[config.mk]
export PLATFORM = sky130hd
export DESIGN_NAME = mesh_flood_receive_filter
export DESIGN_NICKNAME = d
export VERILOG_FILES = /design/src/rtl/mfrf_pkg.sv /design/src/rtl/mesh_flood_receive_filter.sv /design/src/rtl/mfrf_ram.sv
export SDC_FILE = /design/constraint.sdc
export NUM_CORES = 2
export LEC_CHECK = 0
export ABC_CLOCK_PERIOD_IN_PS = 4030
export BUFFER_PORTS_ARGS = -buffer_cell sky130_fd_sc_hd__buf_2
export CAP_MARGIN = 20
export CORE_MARGIN = 5
export CORE_UTILIZATION = 35
export DETAILED_ROUTE_END_ITERATION = 8
export SYNTH_ARGS = -nofsm -noshare
export SYNTH_HDL_FRONTEND = slang
export SYNTH_SLANG_ARGS = --single-unit
[constraint.sdc]
create_clock -name aclk -period 4.03 [get_ports aclk]
set_clock_uncertainty 0.1 [all_clocks]
set_input_delay 0.806 -clock aclk [delete_from_list [all_inputs] [get_ports aclk]]
set_output_delay 0.806 -clock aclk [all_outputs]
set_load 0.03 [all_outputs]
[src/rtl/mfrf_pkg.sv]
// Shared types and constants for the mesh flood receive filter.
// Used by the top level; depends on nothing else.
`default_nettype none

package mfrf_pkg;

    // Default size of the recent (source, sequence) history.
    localparam int DEFAULT_HISTORY_DEPTH = 128;

    // Header field widths.
    localparam int LEN_W    = 8;
    localparam int NETID_W  = 16;
    localparam int PREFIX_W = 8;
    localparam int KIND_W   = 3;
    localparam int ADDR_W   = 16;
    localparam int SEQ_W    = 8;

    // Result field widths.
    localparam int VERDICT_W = 3;
    localparam int OFFSET_W  = 3;

    // Packed stream widths.
    localparam int S_TDATA_W = 72;
    localparam int M_TDATA_W = 16;

    // Configuration port.
    localparam int CFG_ADDR_W = 2;
    localparam int CFG_DATA_W = 16;

    // One history entry holds a source address and a sequence number.
    localparam int ENTRY_W = ADDR_W + SEQ_W;

    // Configuration register indexes.
    localparam logic [CFG_ADDR_W-1:0] CFG_NETWORK_ID     = 2'd0;
    localparam logic [CFG_ADDR_W-1:0] CFG_NETWORK_PREFIX = 2'd1;
    localparam logic [CFG_ADDR_W-1:0] CFG_NODE_ADDRESS   = 2'd2;

    // Message kinds carried in the header.
    localparam logic [KIND_W-1:0] KIND_BROADCAST = 3'd0;
    localparam logic [KIND_W-1:0] KIND_GROUP     = 3'd1;
    localparam logic [KIND_W-1:0] KIND_STATELESS = 3'd2;
    localparam logic [KIND_W-1:0] KIND_STATEFUL  = 3'd3;
    localparam logic [KIND_W-1:0] KIND_ACK       = 3'd4;

    // Frames shorter than this are dropped.
    localparam logic [LEN_W-1:0] MIN_FRAME_LEN = 8'd7;

    // Payload offsets for delivered frames.
    localparam logic [OFFSET_W-1:0] BCAST_OFFSET = 3'd4;
    localparam logic [OFFSET_W-1:0] UCAST_OFFSET = 3'd6;
    localparam logic [OFFSET_W-1:0] NO_OFFSET    = 3'd0;

    typedef enum logic [VERDICT_W-1:0] {
        VERDICT_OK    = 3'd0,
        VERDICT_SHORT = 3'd1,
        VERDICT_NET   = 3'd2,
        VERDICT_DUP   = 3'd3,
        VERDICT_TYPE  = 3'd4
    } verdict_t;

endpackage

`default_nettype wire

[src/rtl/mesh_flood_receive_filter.sv]
// Top level of the mesh flood receive filter: header checks, duplicate scan, result register.
// Depends on mfrf_pkg and instantiates mfrf_ram for the history.
//
//  Channel   Direction  Ports                          Contents
//  s_        in         s_tvalid s_tready s_tdata      frame header, msg_kind in s_tuser
//  m_        out        m_tvalid m_tready m_tdata      verdict, deliver, offset, length, relay
//  cfg_      in         cfg_wr_en cfg_addr cfg_wdata   network_id, network_prefix, node_address
//
// A frame that fails the length or network check skips the scan and goes straight to the
// result state. Any other frame is compared against every filled history entry, one RAM read
// per cycle, before its result is registered.
// One request is processed at a time; the next is taken as soon as the result is parked in
// the output register, even if the consumer has not yet taken it.
// Reset clears the configuration, the write pointer and the fill count. The history RAM is not
// cleared: only entries below the fill count are ever compared, so no clearing pass is needed.
// A stalled output holds the sequencer in its result state until the slot frees up.
`default_nettype none

module mesh_flood_receive_filter #(
    parameter int HISTORY_DEPTH = mfrf_pkg::DEFAULT_HISTORY_DEPTH
) (
    input  wire logic                              aclk,
    input  wire logic                              aresetn,

    input  wire logic                              s_tvalid,
    output logic                                   s_tready,
    // [7:0] frame_length, [23:8] frame_net_id, [31:24] frame_net_prefix,
    // [47:32] source_addr, [55:48] seq_number, [71:56] dest_addr
    input  wire logic [mfrf_pkg::S_TDATA_W-1:0]    s_tdata,
    // [2:0] msg_kind
    input  wire logic [mfrf_pkg::KIND_W-1:0]       s_tuser,

    output logic                                   m_tvalid,
    input  wire logic                              m_tready,
    // [2:0] verdict, [3] deliver, [6:4] payload_offset, [14:7] payload_length, [15] relay
    output logic      [mfrf_pkg::M_TDATA_W-1:0]    m_tdata,

    input  wire logic                              cfg_wr_en,
    input  wire logic [mfrf_pkg::CFG_ADDR_W-1:0]   cfg_addr,
    input  wire logic [mfrf_pkg::CFG_DATA_W-1:0]   cfg_wdata
);

    // Address width of the history and width of a counter that can hold the depth itself.
    localparam int AW = (HISTORY_DEPTH > 1) ? $clog2(HISTORY_DEPTH) : 1;
    localparam int CW = $clog2(HISTORY_DEPTH + 1);

    typedef enum logic [2:0] {
        ST_IDLE   = 3'b001,
        ST_SCAN   = 3'b010,
        ST_RESULT = 3'b100
    } state_t;

    // ------------------------------------------------------------------
    // Configuration registers.
    // ------------------------------------------------------------------
    logic [mfrf_pkg::NETID_W-1:0]  network_id_reg;
    logic [mfrf_pkg::PREFIX_W-1:0] network_prefix_reg;
    logic [mfrf_pkg::ADDR_W-1:0]   node_address_reg;

    always_ff @(posedge aclk) begin
        if (!aresetn) begin
            network_id_reg     <= '0;
            network_prefix_reg <= '0;
            node_address_reg   <= '0;
        end else if (cfg_wr_en) begin
            unique case (cfg_addr)
                mfrf_pkg::CFG_NETWORK_ID:     network_id_reg     <= cfg_wdata;
                mfrf_pkg::CFG_NETWORK_PREFIX: network_prefix_reg <= cfg_wdata[mfrf_pkg::PREFIX_W-1:0];
                mfrf_pkg::CFG_NODE_ADDRESS:   node_address_reg   <= cfg_wdata;
                default: ;
            endcase
        end
    end

    // ------------------------------------------------------------------
    // Input unpacking.
    // ------------------------------------------------------------------
    logic [mfrf_pkg::LEN_W-1:0]    in_len;
    logic [mfrf_pkg::NETID_W-1:0]  in_netid;
    logic [mfrf_pkg::PREFIX_W-1:0] in_prefix;
    logic [mfrf_pkg::ADDR_W-1:0]   in_src;
    logic [mfrf_pkg::SEQ_W-1:0]    in_seq;
    logic [mfrf_pkg::ADDR_W-1:0]   in_dst;

    assign in_len    = s_tdata[7:0];
    assign in_netid  = s_tdata[23:8];
    assign in_prefix = s_tdata[31:24];
    assign in_src    = s_tdata[47:32];
    assign in_seq    = s_tdata[55:48];
    assign in_dst    = s_tdata[71:56];

    // ------------------------------------------------------------------
    // Sequencer and request registers.
    // ------------------------------------------------------------------
    state_t state_reg, state_next;

    logic [mfrf_pkg::LEN_W-1:0]   len_reg;
    logic [mfrf_pkg::KIND_W-1:0]  kind_reg;
    logic [mfrf_pkg::ADDR_W-1:0]  dst_reg;
    logic [mfrf_pkg::ENTRY_W-1:0] key_reg;
    logic                         short_reg;
    logic                         netbad_reg;

    logic [CW-1:0] idx_reg, idx_next;
    logic          pend_reg, pend_next;
    logic          hit_reg, hit_next;
    logic [AW-1:0] wptr_reg, wptr_next;
    logic [CW-1:0] fill_reg, fill_next;

    logic                           m_valid_reg, m_valid_next;
    logic [mfrf_pkg::M_TDATA_W-1:0] m_data_reg;

    logic                           in_accept;
    logic                           issue;
    logic                           out_free;
    logic                           load_out;
    logic                           mem_we;
    logic [mfrf_pkg::ENTRY_W-1:0]   mem_rdata;

    assign s_tready  = (state_reg == ST_IDLE);
    assign in_accept = s_tvalid && s_tready;
    assign out_free  = !m_valid_reg || m_tready;

    // A history read goes out for every filled entry not yet visited.
    assign issue = (state_reg == ST_SCAN) && (idx_reg < fill_reg);

    // ------------------------------------------------------------------
    // Verdict and result fields, computed once the scan has finished.
    // ------------------------------------------------------------------
    mfrf_pkg::verdict_t             verdict;
    logic                           deliver;
    logic [mfrf_pkg::OFFSET_W-1:0]  offset;
    logic [mfrf_pkg::LEN_W-1:0]     pay_len;
    logic                           relay;

    always_comb begin
        verdict = mfrf_pkg::VERDICT_OK;
        deliver = 1'b0;
        offset  = mfrf_pkg::NO_OFFSET;
        priority if (short_reg) begin
            verdict = mfrf_pkg::VERDICT_SHORT;
        end else if (netbad_reg) begin
            verdict = mfrf_pkg::VERDICT_NET;
        end else if (hit_reg) begin
            verdict = mfrf_pkg::VERDICT_DUP;
        end else if (kind_reg == mfrf_pkg::KIND_BROADCAST) begin
            deliver = 1'b1;
            offset  = mfrf_pkg::BCAST_OFFSET;
        end else if (dst_reg == node_address_reg) begin
            // Addressed to this node: stateless and stateful are delivered, an ack
            // is only relayed, and anything else (group included) is an illegal type.
            if (kind_reg == mfrf_pkg::KIND_STATELESS || kind_reg == mfrf_pkg::KIND_STATEFUL) begin
                deliver = 1'b1;
                offset  = mfrf_pkg::UCAST_OFFSET;
            end else if (kind_reg != mfrf_pkg::KIND_ACK) begin
                verdict = mfrf_pkg::VERDICT_TYPE;
            end
        end else begin
            // A frame for another node is relayed but not delivered.
        end
        relay   = (verdict == mfrf_pkg::VERDICT_OK);
        pay_len = deliver ? (len_reg - {{(mfrf_pkg::LEN_W-mfrf_pkg::OFFSET_W){1'b0}}, offset})
                          : '0;
    end

    assign load_out = (state_reg == ST_RESULT) && out_free;
    assign mem_we   = load_out && relay;

    // ------------------------------------------------------------------
    // Next-state logic.
    // ------------------------------------------------------------------
    always_comb begin
        state_next   = state_reg;
        idx_next     = idx_reg;
        pend_next    = 1'b0;
        hit_next     = hit_reg;
        wptr_next    = wptr_reg;
        fill_next    = fill_reg;
        m_valid_next = m_valid_reg && !m_tready;

        unique case (state_reg)
            ST_IDLE: begin
                if (in_accept) begin
                    idx_next = '0;
                    hit_next = 1'b0;
                    // The length and network checks need no history, so a frame that
                    // fails one of them skips the scan.
                    if (in_len < mfrf_pkg::MIN_FRAME_LEN || in_netid != network_id_reg
                            || in_prefix != network_prefix_reg) begin
                        state_next = ST_RESULT;
                    end else begin
                        state_next = ST_SCAN;
                    end
                end
            end
            ST_SCAN: begin
                pend_next = issue;
                if (issue) begin
                    idx_next = idx_reg + CW'(1);
                end
                // Read data of the previous cycle is compared here.
                if (pend_reg && mem_rdata == key_reg) begin
                    hit_next = 1'b1;
                end
                if (!issue && !pend_reg) begin
                    state_next = ST_RESULT;
                end
            end
            ST_RESULT: begin
                if (out_free) begin
                    m_valid_next = 1'b1;
                    state_next   = ST_IDLE;
                    if (relay) begin
                        wptr_next = (wptr_reg == AW'(HISTORY_DEPTH - 1)) ? '0
                                                                         : wptr_reg + AW'(1);
                        if (fill_reg != CW'(HISTORY_DEPTH)) begin
                            fill_next = fill_reg + CW'(1);
                        end
                    end
                end
            end
            default: begin
                state_next = ST_IDLE;
            end
        endcase
    end

    always_ff @(posedge aclk) begin
        if (!aresetn) begin
            state_reg   <= ST_IDLE;
            idx_reg     <= '0;
            pend_reg    <= 1'b0;
            hit_reg     <= 1'b0;
            wptr_reg    <= '0;
            fill_reg    <= '0;
            m_valid_reg <= 1'b0;
        end else begin
            state_reg   <= state_next;
            idx_reg     <= idx_next;
            pend_reg    <= pend_next;
            hit_reg     <= hit_next;
            wptr_reg    <= wptr_next;
            fill_reg    <= fill_next;
            m_valid_reg <= m_valid_next;
        end
    end

    // Request payload and precomputed check flags.
    always_ff @(posedge aclk) begin
        if (in_accept) begin
            len_reg    <= in_len;
            kind_reg   <= s_tuser;
            dst_reg    <= in_dst;
            key_reg    <= {in_src, in_seq};
            short_reg  <= (in_len < mfrf_pkg::MIN_FRAME_LEN);
            netbad_reg <= (in_netid != network_id_reg) || (in_prefix != network_prefix_reg);
        end
    end

    always_ff @(posedge aclk) begin
        if (load_out) begin
            m_data_reg <= {relay, pay_len, offset, deliver, verdict};
        end
    end

    assign m_tvalid = m_valid_reg;
    assign m_tdata  = m_data_reg;

    // ------------------------------------------------------------------
    // History of recently seen (source, sequence) pairs. Writes happen only in the
    // result state and reads only while scanning, so the two never touch one entry
    // in overlapping cycles.
    // ------------------------------------------------------------------
    mfrf_ram #(
        .WIDTH (mfrf_pkg::ENTRY_W),
        .DEPTH (HISTORY_DEPTH)
    ) u_history (
        .aclk    (aclk),
        .wr_en   (mem_we),
        .wr_addr (wptr_reg),
        .wr_data (key_reg),
        .rd_en   (issue),
        .rd_addr (idx_reg[AW-1:0]),
        .rd_data (mem_rdata)
    );

    // ------------------------------------------------------------------
    // Assertions.
    // ------------------------------------------------------------------
    a_fill_bounded: assert property (@(posedge aclk) disable iff (!aresetn)
        fill_reg <= CW'(HISTORY_DEPTH))
        else $error("history fill count exceeds its depth");

    a_scan_index_bounded: assert property (@(posedge aclk) disable iff (!aresetn)
        state_reg == ST_SCAN |-> idx_reg <= fill_reg)
        else $error("scan index ran past the filled entries");

    a_accept_leaves_idle: assert property (@(posedge aclk) disable iff (!aresetn)
        in_accept |=> state_reg != ST_IDLE && !s_tready)
        else $error("accepted request did not start processing");

    a_write_needs_result: assert property (@(posedge aclk) disable iff (!aresetn)
        mem_we |=> m_tvalid && m_tdata[15] && fill_reg != '0)
        else $error("history write without a relayed result");

    a_no_read_on_write: assert property (@(posedge aclk) disable iff (!aresetn)
        !(mem_we && issue))
        else $error("history read and write in the same cycle");

endmodule

`default_nettype wire

[src/rtl/mfrf_ram.sv]
// Generic simple dual-port RAM: one write port, one read port, registered read.
// Self-contained; no package needed.
`default_nettype none

module mfrf_ram #(
    parameter int WIDTH = 24,
    parameter int DEPTH = 128,
    localparam int AW   = (DEPTH > 1) ? $clog2(DEPTH) : 1
) (
    input  wire logic             aclk,
    input  wire logic             wr_en,
    input  wire logic [AW-1:0]    wr_addr,
    input  wire logic [WIDTH-1:0] wr_data,
    input  wire logic             rd_en,
    input  wire logic [AW-1:0]    rd_addr,
    output logic      [WIDTH-1:0] rd_data
);

    logic [WIDTH-1:0] mem [DEPTH];

    always_ff @(posedge aclk) begin
        if (wr_en) begin
            mem[wr_addr] <= wr_data;
        end
    end

    always_ff @(posedge aclk) begin
        if (rd_en) begin
            rd_data <= mem[rd_addr];
        end
    end

endmodule

`default_nettype wire

* Yosys cells after proc, flatten, opt, wreduce, memory -nomap -nowiden
Memories as Yosys holds them, arrays and structs flattened. A register that Yosys moved wholly into a read port is not among the register bits.
Index checks and enable logic that the tools add are counted.
** Storage, ports and cells
- Memory bits (writable) :: 3072
- Flip-flop bits (word level) :: 138
- Bits in latches :: 0
- ROM bits :: 0
- Input bits :: 98
- Memories :: 1
** Memory list
- u_history.mem :: words 128, bits a word 24, rd ports 1, clocked after memory_dff 1, write ports 1, line mfrf_ram.sv:19 : logic [WIDTH-1:0] mem [DEPTH];
** Cells by class
- Multiply operators :: 0
- Bitwise operators :: 0
- Shifts and indexed selects :: 0
- Reductions and logical operators :: 29
- Add/subtract/negate cells :: 4
- Mux-type cells :: 35
- Div/mod/pow operators :: 0
- Eq/ne operators :: 19
- Magnitude comparators :: 2
** Operator list (count)
- two-way mux 3 bit :: 17
- == test 24 bit :: 1
- adder 8 x 1 -> 8 bit, second input constant :: 2
- == test 16 bit :: 1
- two-way mux 8 bit :: 2
- inequality test 16 bit :: 1
- one-hot mux 8 bit (2 select lines) :: 1
- two-way mux 1 bit :: 12
- AND reduction 3 bit :: 4
- == test 3 x 2 -> 1 bit, second input constant :: 3
- one-hot mux 3 bit (3 select lines) :: 1
- less-than comparator 8 x 3 -> 1 bit, second input constant :: 1
- less-than comparator 8 bit :: 1
- inequality test 8 bit :: 1
- inequality test 8 bit, second input constant :: 1
- AND reduction 2 bit :: 4
- subtractor 8 x 3 -> 8 bit :: 1
- adder 7 x 1 -> 7 bit, second input constant :: 1
- == test 7 bit, second input constant :: 1
- logical AND 1 bit :: 7
- two-way mux 7 bit :: 1
- logical NOT 3 bit :: 2
- inequality test 2 x 1 -> 1 bit, second input constant :: 3
- logical OR 1 bit :: 5
- 11 further kinds :: 15

* Logic depth before layout (Yosys ltp)
- Depth in word-level cells :: 12
- Depth in mapped cells :: 12

* Modules after synthesis
Synthesis repeated with hierarchy kept, for this count alone.
** Unflattened totals
- Cells, all modules :: 5096
- Area total of the unflattened synthesis :: 123603.5 um^2
** By module, submodules not included
- mfrf_ram :: cells each 4538, area an instance 117621.6 um^2, times used 1
- mesh_flood_receive_filter :: cells each 558, area an instance 5982.0 um^2, times used 1

* Worst setup path before layout
OpenSTA, ideal clock, no wires.
- Kind :: register to register
- From :: register state_reg[0]
- To :: register idx_reg[7]
- Arrival time :: 3.440 ns
- Period minus slack after synthesis :: 3.611 ns
- Path slack :: 0.419 ns
- Cell stages (with the launch flop) :: 7
- Path through :: dfxtp_1 -> nor3b_1 -> nand2_1 -> inv_1 -> nor2_1 -> or4_1 -> a21oi_1
** Between the ends
- Longest elaborated chain between the ends :: 4
- Elaborated cells between the ends (all ways) :: 9
** RTL lines
- from (decl) :: line mesh_flood_receive_filter.sv:95 : state_t state_reg, state_next;
- from (signal assigned) :: line mesh_flood_receive_filter.sv:238 : state_reg <= state_next;
- == test 3 x 1 -> 1 bit :: line mesh_flood_receive_filter.sv:120 : assign s_tready = (state_reg == ST_IDLE);
- named net s_tready :: line mesh_flood_receive_filter.sv:26 : output logic s_tready,
- logical AND 1 bit :: line mesh_flood_receive_filter.sv:121 : assign in_accept = s_tvalid && s_tready;
- named net in_accept :: line mesh_flood_receive_filter.sv:113 : logic in_accept;
- inequality test 2 x 1 -> 1 bit (no source line)
- AND reduction 3 bit (no source line)
- to (signal assigned) :: line mesh_flood_receive_filter.sv:239 : idx_reg <= idx_next;
- to (decl) :: line mesh_flood_receive_filter.sv:104 : logic [CW-1:0] idx_reg, idx_next;
The timed path passes the listed nets, and every way through them passes these cells.
A chain may end at the register's enable or synchronous reset.

* Worst setup path after layout
- From :: register idx_reg[1]
- To :: register u_history.rd_data[18], read port of u_history.mem, data pin
** Between the ends
- Longest elaborated chain between the ends :: 2
** RTL lines
- less-than comparator 8 bit :: line mesh_flood_receive_filter.sv:125 : assign issue = (state_reg == ST_SCAN) && (idx_reg < fill_reg);
- logical AND 1 bit :: line mesh_flood_receive_filter.sv:125
- to (decl) :: line mfrf_ram.sv:16 : output logic [WIDTH-1:0] rd_data
Several ways; a longest one is shown, not always the timed one.

==> run summary <==
CTS Buf Count: 328
violated checks: setup timing
Crit Path Max Fanout: 51
Total GRT Usage: 18.9%
Initial Utilization: 35.1%
Slew @ Worst Pin: 1.19 ns
DR iter-0 viols: 8421
clock tree buffer depth: 4
status: complete, but fails checks
Max IR drop VDD: 0.000345 V
stages on the worst setup path: 10
CP max-delay cell: mux2i_2
GP Congestion: 0.898
Skew-Pair Late Insertion Delay: 0.88 ns
Max Fclk: 0.248 GHz
leakage: 45.3 nW
MaxCap Viol Count: 0
Largest stage delay, worst path: 0.49 ns
initial antenna violation count: 17
# setup viols final: 2
Hold Slack: 0.0588 ns
WP data arrival: 4.57 ns
synthesized instance count: 6065
DRT Pass-1 Iters: 8
placed insts: 11111
H-tree Lvls: 5
Die Ht: 608 µm
Final HPWL DP: 221000 µm
worst flop-to-flop path startpoint: idx_reg[1]
period utilisation layout: 100%
vias in the first global route: 63697
Commonest cells post-synth: 3163 x edfxtp_1, 541 x mux4_2, 516 x mux2i_1
Largest register FFs: 3072
worst path required time: 4.56 ns
Crit path max-delay family: compound AO/OA/AOI/OAI gates
area leader, netlist: edfxtp_1
Worst setup SP type: flip-flop
Vias per Instance: 5.55
Sink Count: 3232
Tmin final: 4.04 ns
Hold Path Depth: 1
port bufs: 114
Hold WC Path Type: input port to flip-flop
chip width: 608 µm
setup bufs post-CTS: 0
Nets: 6852
CP Buf/Inv Count: 4
final core occ: 41.3%
Top FF cell, synth: edfxtp_1
largest net degree at the start of global routing: 129
Ports: 116
Hold Crit Start: s_tdata[62]
Avg WL per Cell: 30.7 µm
crit-path cells: buf_12 -> buf_12 -> buf_4 -> mux2i_2 -> o22ai_1 -> a2111oi_0 -> buf_4 -> or4_1 -> o2111ai_1 -> and3_1
# rows: 219
layout cells sized above 1: 27.2%
crit path capture type: flip-flop
die area: 369000 µm²
Yosys top cell area share: 76.0%
# fillers: 30990
Post-Syn Area: 125000 µm²
Remaining Overflow, GRT: 0
Worst Setup Path Type: flip-flop to flip-flop
area delta synth->final: 17.5%
non-filler cells, final: 11756
Post-Syn Nets: 6177
cell area power density: 473 nW/µm²
clock-pin slew on the worst setup and hold paths: 0.06 ns
DRC: 0
unrepaired setup endpoints after global routing: false
Async SR Flop Fraction: 0%
top cells by area in the synthesized netlist: edfxtp_1 76%, mux4_2 9.7%, mux2i_1 4.1%
Final Max Tran Viols: 0
post-route ant nets: 0
routed vias: 65262
clk root buf: clkbuf_16
Worst slew margin: 19.9%
Total Routed Length: 361000 µm
worst setup margin: -0.00600 ns
Mapped Avg Cell Area: 20.6 µm²
YS warnings: 0
TritonCTS clock tree: yes
final hold vios: 0
Yosys reg bits: 3232
Reg2Reg Depth: 10
most common cell in the netlist: edfxtp_1
Post-synth EDFFs: 3163
first-pass GRT wire length: 503000 µm
Worst Setup SP: idx_reg[1]
Core ar.: 356000 µm²
Yosys cell types: 78
sequential element share of the synthesized area: 77.1%
[cell usage in the layout (no fill, tap or decap), types with 42 or more instances in the layout]
master	n
nor2_2	130
dfxtp_1	62
clkbuf_16	337
o21ai_0	71
o22ai_1	79
buf_4	376
nand2_1	187
mux2_2	72
clkinv_2	66
clkbuf_1	54
mux2i_1	514
buf_2	115
a21oi_1	110
a22oi_1	149
xor2_1	51
a22o_1	42
dlygate4sd3_1	48
buf_12	143
o221ai_1	83
edfxtp_1	3163
nor2_1	74
clkinv_1	58
mux4_2	541
[cell families after synthesis]
logic type / after synthesis / share of synthesized area [%]
flip-flops: 3232 / 77.1
multiplexers: 1136 / 14.7
AO/OA/AOI/OAI: 682 / 3.89
AND/OR/NAND/NOR: 564 / 2.02
buffers and inverters: 358 / 1.62
XOR/XNOR: 78 / 0.547
adder cells (fa/ha/maj): 14 / 0.146
other: 1 / 0.00300
[report_power, final]
part / leakage (nW) / internal [mW] / switching (mW)
Combinational: 11.1 / 0.204 / 1.25
Clock: 5.22 / 17.7 / 12.8
Sequential: 29.0 / 37.4 / 0.100
[repair_timing]
action                     CTS  global route
setup endpoints to repair    2             1
cloned                       0             0
hold endpoints to repair    48             0
gates resized for setup      3             1
hold buffers                48             0
[per-stage QoR]
stage / setup TNS, ns / worst slack, ns / instance area [µm²] / total power, mW
after global routing: 0 / 0.0181 / 147000 / 71.4
after global placement: -0.887 / -0.397 / 136000 / 39.5
final: -0.00930 / -0.00600 / 147000 / 69.4
after floorplan: 0 / 0.419 / 125000 / 38.8
after CTS: 0 / 0.0335 / 147000 / 69.8
after detailed placement: -0.386 / -0.311 / 136000 / 39.6
[metal layers]
layer  GRT usage (%)  part of all wire, %  vias up  wire [µm]
li1                -                    -    26650          -
met1            26.4                   40    34686     145000
met2            29.1                   46     3337     165000
met3            3.83                  9.4      585      34000
met4            7.52                  4.5        4      16200
met5           0.349                0.057        -        206
[path summary, 6_finish.rpt]
kind	end	slack [ns]
setup reg to reg	u_history.rd_data[18]	-0.006
hold reg to reg	network_id_reg[13]	0.37
setup / recovery	u_history.rd_data[18]	-0.006
hold / removal	dst_reg[6]	0.06
[cell type report]
type / count / area, µm² / area share, %
Antenna cell: 6 / 15.0 / 0.0102
Clock buffer: 398 / 8730 / 5.94
Clock inverter: 191 / 1960 / 1.33
Inverter: 20 / 82.6 / 0.0562
Multi-Input combinational cell: 2475 / 27000 / 18.4
Sequential cell: 3232 / 96400 / 65.6
Tap cell: 4751 / 5940 / 4.05
Timing Repair Buffer: 683 / 6750 / 4.60
(Power assumes the default switching activity.)
